[src/rtl/aaq_pkg.sv]
// Shared types, constants and tables for the rotation vector to quaternion block.
`default_nettype none

package aaq_pkg;

   localparam int CORDIC_ITERATIONS = 24;
   localparam int SQRT_STAGES       = 32;
   localparam int DIV_STAGES        = 32;
   localparam int MOD_STAGES        = 5;
   localparam int QUEUE_AW          = 2;
   localparam int QUEUE_DEPTH       = 1 << QUEUE_AW;

   localparam logic [15:0]        THRESHOLD_RESET = 16'd17;
   localparam logic signed [31:0] Q30_ONE         = 32'sd1073741824;
   localparam logic signed [33:0] CORDIC_GAIN     = 34'sd652032874;
   localparam logic signed [36:0] PI_Q32          = 37'sd13493037705;
   localparam logic signed [36:0] HALF_PI_Q32     = 37'sd6746518852;
   localparam logic signed [36:0] TWO_PI_Q32      = 37'sd26986075409;
   localparam logic [38:0]        TWO_PI_WIDE     = 39'd26986075409;

   typedef struct packed {
      logic signed [31:0] cx;
      logic signed [31:0] cy;
      logic signed [31:0] cz;
      logic [31:0]        norm;
      logic               ident;
   } item_type;

   function automatic logic signed [33:0] atan_q30(input int idx);
      logic signed [33:0] v;
      case (idx)
         0: v = 34'sd843314857;
         1: v = 34'sd497837830;
         2: v = 34'sd263043837;
         3: v = 34'sd133525159;
         4: v = 34'sd67021687;
         5: v = 34'sd33543516;
         6: v = 34'sd16775851;
         7: v = 34'sd8388437;
         8: v = 34'sd4194283;
         9: v = 34'sd2097149;
         10: v = 34'sd1048576;
         11: v = 34'sd524288;
         12: v = 34'sd262144;
         13: v = 34'sd131072;
         14: v = 34'sd65536;
         15: v = 34'sd32768;
         16: v = 34'sd16384;
         17: v = 34'sd8192;
         18: v = 34'sd4096;
         19: v = 34'sd2048;
         20: v = 34'sd1024;
         21: v = 34'sd512;
         22: v = 34'sd256;
         23: v = 34'sd128;
         24: v = 34'sd64;
         25: v = 34'sd32;
         26: v = 34'sd16;
         27: v = 34'sd8;
         28: v = 34'sd4;
         29: v = 34'sd2;
         30: v = 34'sd1;
         default: v = 34'sd0;
      endcase
      return v;
   endfunction

endpackage

`default_nettype wire

[src/rtl/aaq_queue.sv]
// Short queue that decouples the front pipeline from the back pipeline.
`default_nettype none

module aaq_queue (
   input  wire logic              clock,
   input  wire logic              reset,
   input  wire logic              in_valid,
   output logic                   in_ready,
   input  wire aaq_pkg::item_type in_item,
   output logic                   out_valid,
   input  wire logic              out_ready,
   output aaq_pkg::item_type      out_item
);

   localparam int Aw    = aaq_pkg::QUEUE_AW;
   localparam int Depth = aaq_pkg::QUEUE_DEPTH;

   aaq_pkg::item_type mem_ff [0:Depth-1];
   logic [Aw-1:0]     wr_ff;
   logic [Aw-1:0]     rd_ff;
   logic [Aw:0]       cnt_ff;
   logic              push;
   logic              pop;

   assign in_ready  = cnt_ff != (Aw+1)'(Depth);
   assign out_valid = cnt_ff != '0;
   assign out_item  = mem_ff[rd_ff];
   assign push      = in_valid && in_ready;
   assign pop       = out_valid && out_ready;

   always_ff @(posedge clock) begin
      if (reset) begin
         wr_ff  <= '0;
         rd_ff  <= '0;
         cnt_ff <= '0;
      end else begin
         if (push) begin
            wr_ff <= wr_ff + 1'b1;
         end
         if (pop) begin
            rd_ff <= rd_ff + 1'b1;
         end
         case ({push, pop})
            2'b10:   cnt_ff <= cnt_ff + 1'b1;
            2'b01:   cnt_ff <= cnt_ff - 1'b1;
            default: cnt_ff <= cnt_ff;
         endcase
      end
   end

   always_ff @(posedge clock) begin
      if (push) begin
         mem_ff[wr_ff] <= in_item;
      end
   end

endmodule

`default_nettype wire

[config.mk]
export PLATFORM = sky130hd
export DESIGN_NAME = aaq_queue
export DESIGN_NICKNAME = d
export VERILOG_FILES = /design/src/rtl/aaq_pkg.sv /design/src/rtl/aaq_queue.sv
export SDC_FILE = /design/constraint.sdc
export NUM_CORES = 1
export LEC_CHECK = 0
export BUFFER_PORTS_ARGS = -buffer_cell sky130_fd_sc_hd__buf_2
export CORE_ASPECT_RATIO = 1.75
export CORE_MARGIN = 5
export CORE_UTILIZATION = 53
export DETAILED_ROUTE_END_ITERATION = 10
export GPL_ROUTABILITY_DRIVEN = 0
export GPL_TIMING_DRIVEN = 0
export PLACE_DENSITY = 0.78
export SLEW_MARGIN = 20
export SYNTH_ARGS = -nofsm -noshare
export SYNTH_HDL_FRONTEND = slang
export SYNTH_SLANG_ARGS = --single-unit
[constraint.sdc]
create_clock -name clock -period 11.3 [get_ports clock]
set_clock_uncertainty 0.05 [all_clocks]
set_input_delay 2.26 -clock clock [delete_from_list [all_inputs] [get_ports clock]]
set_output_delay 2.26 -clock clock [all_outputs]
set_load 0.02 [all_outputs]
Word-level counts from Yosys, hierarchy flattened --
Memory sizes are Yosys's and may differ from the RTL's. A register that Yosys moved wholly into a read port is not among the register bits. Index checks and enable logic that the tools add are counted.
Storage, ports and cells: logic and storage cells 20, latch bits 0, ROM bits 0, flip-flop bits (word level) 7, memories kept 1, output and inout port bits 131, input port bits 133, bits in writable memories 516
Memory list:
- mem_ff | depth 4, width 129, rd ports 1, clocked after Yosys merged registers in 1, wr ports 1, RTL line aaq_queue.sv:18 | aaq_pkg::item_type mem_ff [0:Depth-1];
Operators by class: bitwise gates (word level) 0, divide/modulo/power cells 0, multiplexer cells 5, add/subtract/negate cells 4, reductions and logical operators 4, multiply operators 0, order comparisons 0, shift operators 0, equality and inequality tests 3
Operator list (count):
- 3-bit one-hot mux with 2 select lines | 1
- 2-bit by 1-bit adder with 2-bit output, second input constant | 2
- 2-bit two-way mux | 2
- 3-bit by 1-bit adder with 3-bit output, second input constant | 1
- 3-bit inequality test, second input constant | 1
- 3-bit nonzero test | 1
- 3-bit by 1-bit subtractor with 3-bit output, second input constant | 1
- 2-bit by 1-bit == test with 1-bit output, second input constant | 1
- 2-bit == test, second input constant | 1
- 1-bit logical AND | 2
- 1-bit two-way mux | 2
- 2-bit nonzero test | 1

Depth between registers and ports, before layout --
Gate-level depths: netlist (run 1).
word-level depth 4, depth in mapped cells 9

Least setup slack after synthesis (run 1) --
OpenSTA, ideal clock, no wires.
kind input-to-reg, start point input port in_valid, end point memory mem_ff[0][0] (netlist bit), enable pin, path buffers 0, data arrival time 5.633 ns, slack 5.113 ns, data required time 10.747 ns, stages 2, path through a21boi_1 and2_1
On the way: cells in the longest elaborated chain, start to end 3
RTL lines:
- start, declared | RTL line aaq_queue.sv:7 | input wire logic in_valid,
- 1-bit logical AND | RTL line aaq_queue.sv:28 | assign push = in_valid && in_ready;
- 1-bit two-way mux | RTL line aaq_queue.sv:52 | if (push) begin
- 1-bit two-way mux (implied by the code) | RTL line aaq_queue.sv:53 | mem_ff[wr_ff] <= in_item;
- end, declared | RTL line aaq_queue.sv:18
No other way between the ends.

==> results of run 1 <==
-- worst reg2reg max path: stages, from the launching register on --
cell and delay [ns]:
dfxtp_1 0.44, nor2_1 0.10, a21boi_1 0.52, and2_4 0.58, buf_16 0.28, buf_12 0.26
-- layout make-up --
type / count / share of cell area
repair buffers: 274 / 0.06992
flip-flops and latches: 525 / 0.6897
multi-input cells: 165 / 0.1400
clock inverters: 24 / 0.01018
well taps: 470 / 0.02588
inverters: 6 / 0.0009910
diodes: 6 / 0.0006606
clock buffers: 53 / 0.05269
plain buffers: 29 / 0.009965
-- Yosys cell counts --
cell type | count | share of area
fa_1 | 1 | 0.0010
mux2i_1 | 1 | 0.00052
dfxtp_1 | 9 | 0.0094
edfxtp_1 | 516 | 0.81
or3_1 | 2 | 0.00066
and2_1 | 4 | 0.0013
a21oi_1 | 2 | 0.00052
inv_1 | 6 | 0.0012
xor2_1 | 3 | 0.0014
nor2_1 | 9 | 0.0018
nand2b_1 | 2 | 0.00066
o311ai_0 | 1 | 0.00046
clkbuf_1 | 4 | 0.00079
mux2_2 | 1 | 0.00059
nand2_1 | 1 | 0.00020
o31a_1 | 1 | 0.00046
mux4_2 | 129 | 0.15
ha_1 | 5 | 0.0033
buf_4 | 2 | 0.00079
buf_2 | 10 | 0.0026
xnor2_1 | 1 | 0.00046
o21ai_0 | 1 | 0.00026
a21boi_1 | 1 | 0.00039
buf_6 | 13 | 0.0077
-- power groups by stage --
stage               combinational (mW)  sequential (mW)  clock [mW]
floorplan                        0.962             2.44           0
CTS                               1.45             2.39        1.52
detailed placement                1.44             2.43           0
finish                            1.41             2.39        1.49
global placement                  1.39             2.47           0
global route                      1.50             2.40        1.61
-- cells by family after synthesis --
family | after synthesis | share of synthesized area
fa+ha+maj | 6 | 0.004325
compound gates | 6 | 0.002097
buf+inv | 35 | 0.01304
xor+xnor | 4 | 0.001835
simple gates | 18 | 0.004586
mux | 131 | 0.1533
flops | 525 | 0.8209
-- registers in the layout, summed over array words and instances (netlist names), named ones only --
name,cells
cnt_ff,3
wr_ff,2
mem_ff,516
rd_ff,2
-- placed cells by master (no fill, tap or decap), types with 2 or more instances in the layout --
master / count
clkbuf_1: 9
nor2_1: 9
xor2_1: 3
clkinv_1: 6
a21oi_1: 2
buf_4: 2
diode_2: 6
buf_16: 5
clkinvlp_4: 3
clkbuf_8: 2
clkinv_4: 2
dfxtp_1: 9
bufinv_16: 4
buf_2: 272
nand2b_1: 2
buf_6: 13
edfxtp_1: 516
and2_4: 4
buf_12: 7
clkinv_2: 8
clkbuf_16: 46
ha_1: 5
mux4_2: 129
or3_1: 2
inv_1: 6
-- per-stage QoR --
step | setup slack [ns] | power, mW | area [sq um] | hold WS, ns | cells
2_1_floorplan | 5.113 | 3.401 | 19100 | 0.4320 | 725
3_3_place_gp | 2.639 | 3.854 | 21000 | 0.4427 | 1457
3_5_place_dp | 6.856 | 3.868 | 21280 | 0.4693 | 1469
4_1_cts | 6.608 | 5.359 | 22710 | 0.4809 | 1546
5_1_grt | 6.524 | 5.510 | 22720 | 0.5110 | 1551
6_report | 6.673 | 5.287 | 22730 | 0.4750 | 1552
-- worst paths after layout --
path	from	end	slack, ns	depth (start not counted)
setup / recovery	register	out_item[83]	6.67	4
hold / removal	wr_ff[1]	wr_ff[1]	0.48	2
setup reg to reg	cnt_ff[0]	mem_ff[1][16]	8.72	5
hold reg to reg	wr_ff[1]	wr_ff[1]	0.48	2
-- per-layer routing --
metal	part of all wire	GRT usage	vias up
li1	-	-	3760
met1	0.34	0.2147	4469
met2	0.56	0.3401	265
met3	0.049	0.03191	83
met4	0.045	0.09158	2
met5	0.00019	0	-
==> reports/metrics.csv, run 1 <==
stage;metric;value;unit
drt;drc;0;
sta;fin_crit;4.627;ns
floorplan;core.rowCount;92;
yosys;ys_ff_latch;525;
floorplan;io_pins;264;
placed_design;dp_hpwl;24830;um
placed_design;io_buffers;262;
sta;relSlewSlack;0.5324;
power;power_frac_comb;0.267;
worst_hold_path;min_path_type;reg -> reg;
critical_path;critPathMaxStageDelay;0.54;ns
clocking;postCtsResizedCells;0;
critical_path;path_cells;buf_4, clkbuf_1, mux4_2, buf_2;
floorplan;die_w;153.5;um
drt;vias_per_cell;5.528;
critical_path;arrival;2.32;ns
critical_path;cp_top_family;buffers and inverters;
grt;grt_max_degree;47;
clocking;clockBufferDepth;3;
sta;rsz0062_at_grt;no;
power;swShare;0.2833;
drt;ant_nets;0;
floorplan;fp.dieArea;40070;sq um
critical_path;path_class;reg -> out;
yosys;syn_avg_cell_area;26.34;sq um
grt;overflow;0;
layout;area_delta_synth_final;19.01;%
power;vdd_drop_max;0.1894;mV
critical_path;critPathCaptureType;primary output;
critical_path;critPathRequiredTime;8.99;ns
yosys;synth_cell_types;24;
layout;area.sequential;15680;sq um
drt;first_iter_violations;406;
grt;grt_usage;0.1872;
clocking;cts_buffers;44;
sta;drv_slew;0;
power;power.switching;1.498;mW
run_status;status;finished, final reports clean;
floorplan;start_util;0.5334;
yosys;syn_nets;864;
layout;multi_input_area;3182;sq um
layout;num-fill-cells;2307;
drt;drt-total-wl;37400;um
power;p_leak;7.608;nW
sta;hold_violations;0;
clocking;root_buffer;clkbuf_16;
clocking;cts_max_level;2;
critical_path;cpMaxStageDelayCell;clkbuf_1;
layout;drive_gt1_frac;0.4638;
power;p_seq_frac;0.452;
drt;routedWlPerCell;24.10;um
power;clkPwrFrac;0.281;
grt;first_global_vias;9435;
critical_path;start_kind;register;
clocking;worst_skew_pair.late_latency;0.54;ns
critical_path;crit_path_max_fanout;10;
drt;first_pass_iters;7;
clocking;post-cts-setup-buffer-count;0;
sta;max_slew.worst_pin.slew;0.7013;ns
clocking;cts_tree;built;
power;powerDensity;232.6;nW/um^2
yosys;syn_area;19100;sq um
run;maxCapViolCount;0;
critical_path;path_buf_inv;3;
floorplan;die_h;261.1;um
grt;grt_pass1_wl;56320;um
clocking;post_cts_hold_buffer_count;0;
yosys;syn_inst;725;
sta;fin_tns_setup;0;ns
yosys;yosys_warnings;0;
drt;vias;8579;
clocking;clock_sinks;525;
floorplan;core;35800;sq um
power;p_int;3.789;mW
layout;layout.nets;1184;
clocking;clk_pin_slew;0.07;ns
sta;period_share;0.4095;
sta;setup_viol;0;
yosys;seq_area_frac_synth;0.8209;
grt;antenna_found_initial;7;
layout;final_util;0.6348;
sta;fmax;216.1;MHz
(Power assumes the default switching activity.)
==> inputs of run 2 (changes only) <==
CORE_UTILIZATION = 51   (was 53)
PLACE_DENSITY = 0.79   (was 0.78)
clock period = 3.7 ns   (was 11.3 ns; I/O delays follow)
==> run 2 against run 1 <==
Sequential share of layout area up 0.061 points. Core utilization is 1.9 points lower. Critical path depth is the same. Largest power group unchanged. Highest routed layer unchanged.
==> reports/metrics.csv, run 2 (synthesis gave the netlist of run 1 again) <==
stage;metric;value;unit
drt;first_iter_violations;478;
layout;top_regs;mem_ff: 516 flops, cnt_ff: 3 flops;
run_status;status;finished, final reports clean;
sta;fin_tns_setup;0;ns
floorplan;die_h;266.0;um
clocking;worst_skew_pair.late_latency;0.55;ns
drt;drt-total-wl;37140;um
layout;layout.nets;1185;
clocking;post_cts_hold_buffer_count;0;
critical_path;cp_top_family;buffers and inverters;
clocking;cts_max_level;2;
critical_path;arrival;2.32;ns
drt;routedWlPerCell;23.86;um
sta;hold_ws;0.3504;ns
placed_design;dp_hpwl;25080;um
floorplan;fp.dieArea;41570;sq um
layout;largest_reg_flops;516;
drt;vias_per_cell;5.453;
worst_hold_path;worst_hold_path.num_cells;1;
critical_path;critPathMaxStageDelay;0.52;ns
clocking;post-cts-setup-buffer-count;0;
critical_path;timing.rr.start;cnt_ff[0];
clocking;root_buffer;clkbuf_16;
power;clkPwrFrac;0.276;
power;powerDensity;705.9;nW/um^2
floorplan;io_pins;264;
grt;first_global_vias;9347;
critical_path;path_buf_inv;3;
sta;rsz0062_at_grt;no;
critical_path;path_cells;buf_4, clkbuf_1, mux4_2, buf_2;
grt;antenna_found_initial;10;
critical_path;cp.depth;4;
power;swShare;0.2841;
sta;max_slew.worst_pin.slew;0.6405;ns
floorplan;core.rowCount;93;
sta;relSlewSlack;0.5730;
clocking;clk_pin_slew;0.06;ns
critical_path;crit_path_end;out_item[9];
layout;final_common_cell;edfxtp_1;
power;p_seq_frac;0.455;
floorplan;core;36890;sq um
grt;grt_usage;0.1801;
sta;setup_viol;0;
power;power.switching;4.554;mW
grt;grt_max_degree;47;
sta;fin_crit;3.106;ns
power;power_frac_comb;0.268;
critical_path;path_class;reg -> out;
critical_path;r2r_setup_slack;1.20;ns
critical_path;ff2ff_path_depth;5;
power;vdd_drop_max;0.5542;mV
drt;first_pass_iters;4;
clocking;postCtsResizedCells;0;
clocking;cts_buffers;45;
layout;largest_register;mem_ff;
critical_path;r2r-end;mem_ff[0][23];
clocking;clock_sinks;525;
placed_design;io_buffers;262;
layout;area_delta_synth_final;18.91;%
layout;num-fill-cells;2533;
power;p_int;11.48;mW
clocking;clockBufferDepth;3;
layout;final_util;0.6156;
drt;drc;0;
run;maxCapViolCount;0;
power;p_leak;7.595;nW
critical_path;crit_path_max_fanout;10;
worst_hold_path;min_path_type;in -> reg;
clocking;cts_tree;built;
grt;grt_pass1_wl;55940;um
critical_path;critPathCaptureType;primary output;
floorplan;die_w;156.3;um
critical_path;start_kind;register;
critical_path;cpMaxStageDelayCell;clkbuf_1;
critical_path;critPathRequiredTime;2.91;ns
floorplan;start_util;0.5177;
sta;hold_violations;0;
layout;drive_gt1_frac;0.4605;
layout;layout_common_cells;edfxtp_1 (516), buf_2 (272), mux4_2 (129);
drt;ant_nets;0;
grt;overflow;0;
sta;fmax;322.0;MHz
sta;period_share;0.8394;
drt;vias;8490;
sta;drv_slew;0;
==> run 2: how the worst min path moves through the flow <==
stage / startpoint / to / slack (ns)
after floorplan: wr_ff[1] / wr_ff[1] / 0.43
after global placement: wr_ff[1] / wr_ff[1] / 0.44
after detailed placement: rd_ff[1] / rd_ff[1] / 0.47
after CTS: in_item[36] / mem_ff[3][36] / 0.32
after global routing: in_item[1] / mem_ff[2][1] / 0.33
final: in_item[126] / mem_ff[3][126] / 0.35
==> run 2: final cells by class <==
cell class	instances	area, sq um	area share
Buffer	29	226.5	0.009974
Tap cell	475	594.3	0.02617
Inverter	6	22.52	0.0009918
Sequential cell	525	15680	0.6903
Clock inverter	20	197.7	0.008706
Clock buffer	58	1185	0.05218
Multi-Input combinational cell	165	3182	0.1401
Timing Repair Buffer	274	1612	0.07097
Antenna cell	5	12.51	0.0005510
==> run 2: stage by stage <==
| step | power [mW] | setup WS [ns] | instances | instance area (sq um) |
|---|---|---|---|---|
| 2_1_floorplan | 10.35 | 0.4507 | 725 | 19100 |
| 3_3_place_gp | 11.70 | -0.9599 | 1462 | 21010 |
| 3_5_place_dp | 11.82 | 0.8693 | 1474 | 21310 |
| 4_1_cts | 16.27 | 0.5161 | 1552 | 22690 |
| 5_1_grt | 16.76 | 0.4314 | 1557 | 22710 |
| 6_report | 16.03 | 0.5942 | 1557 | 22710 |
==> run 2: worst reg2reg max path: stages, from the launching register on <==
cell and delay (ns):
dfxtp_1 0.43, nor2_1 0.08, a21boi_1 0.53, and2_4 0.52, buf_12 0.26, buf_16 0.26
==> run 2: power groups by stage <==
stage	clock network [mW]	logic (mW)	registers [mW]
2_1_floorplan	0	2.94	7.41
3_3_place_gp	0	4.25	7.45
3_5_place_dp	0	4.39	7.43
4_1_cts	4.55	4.41	7.30
5_1_grt	4.84	4.58	7.34
6_report	4.43	4.30	7.30
==> run 2: layer usage <==
| layer | share of wire | GRT usage |
|---|---|---|
| met5 | 0.0015 | 0 |
| met4 | 0.031 | 0.06901 |
| met3 | 0.053 | 0.03527 |
| met1 | 0.34 | 0.2048 |
| met2 | 0.57 | 0.3318 |
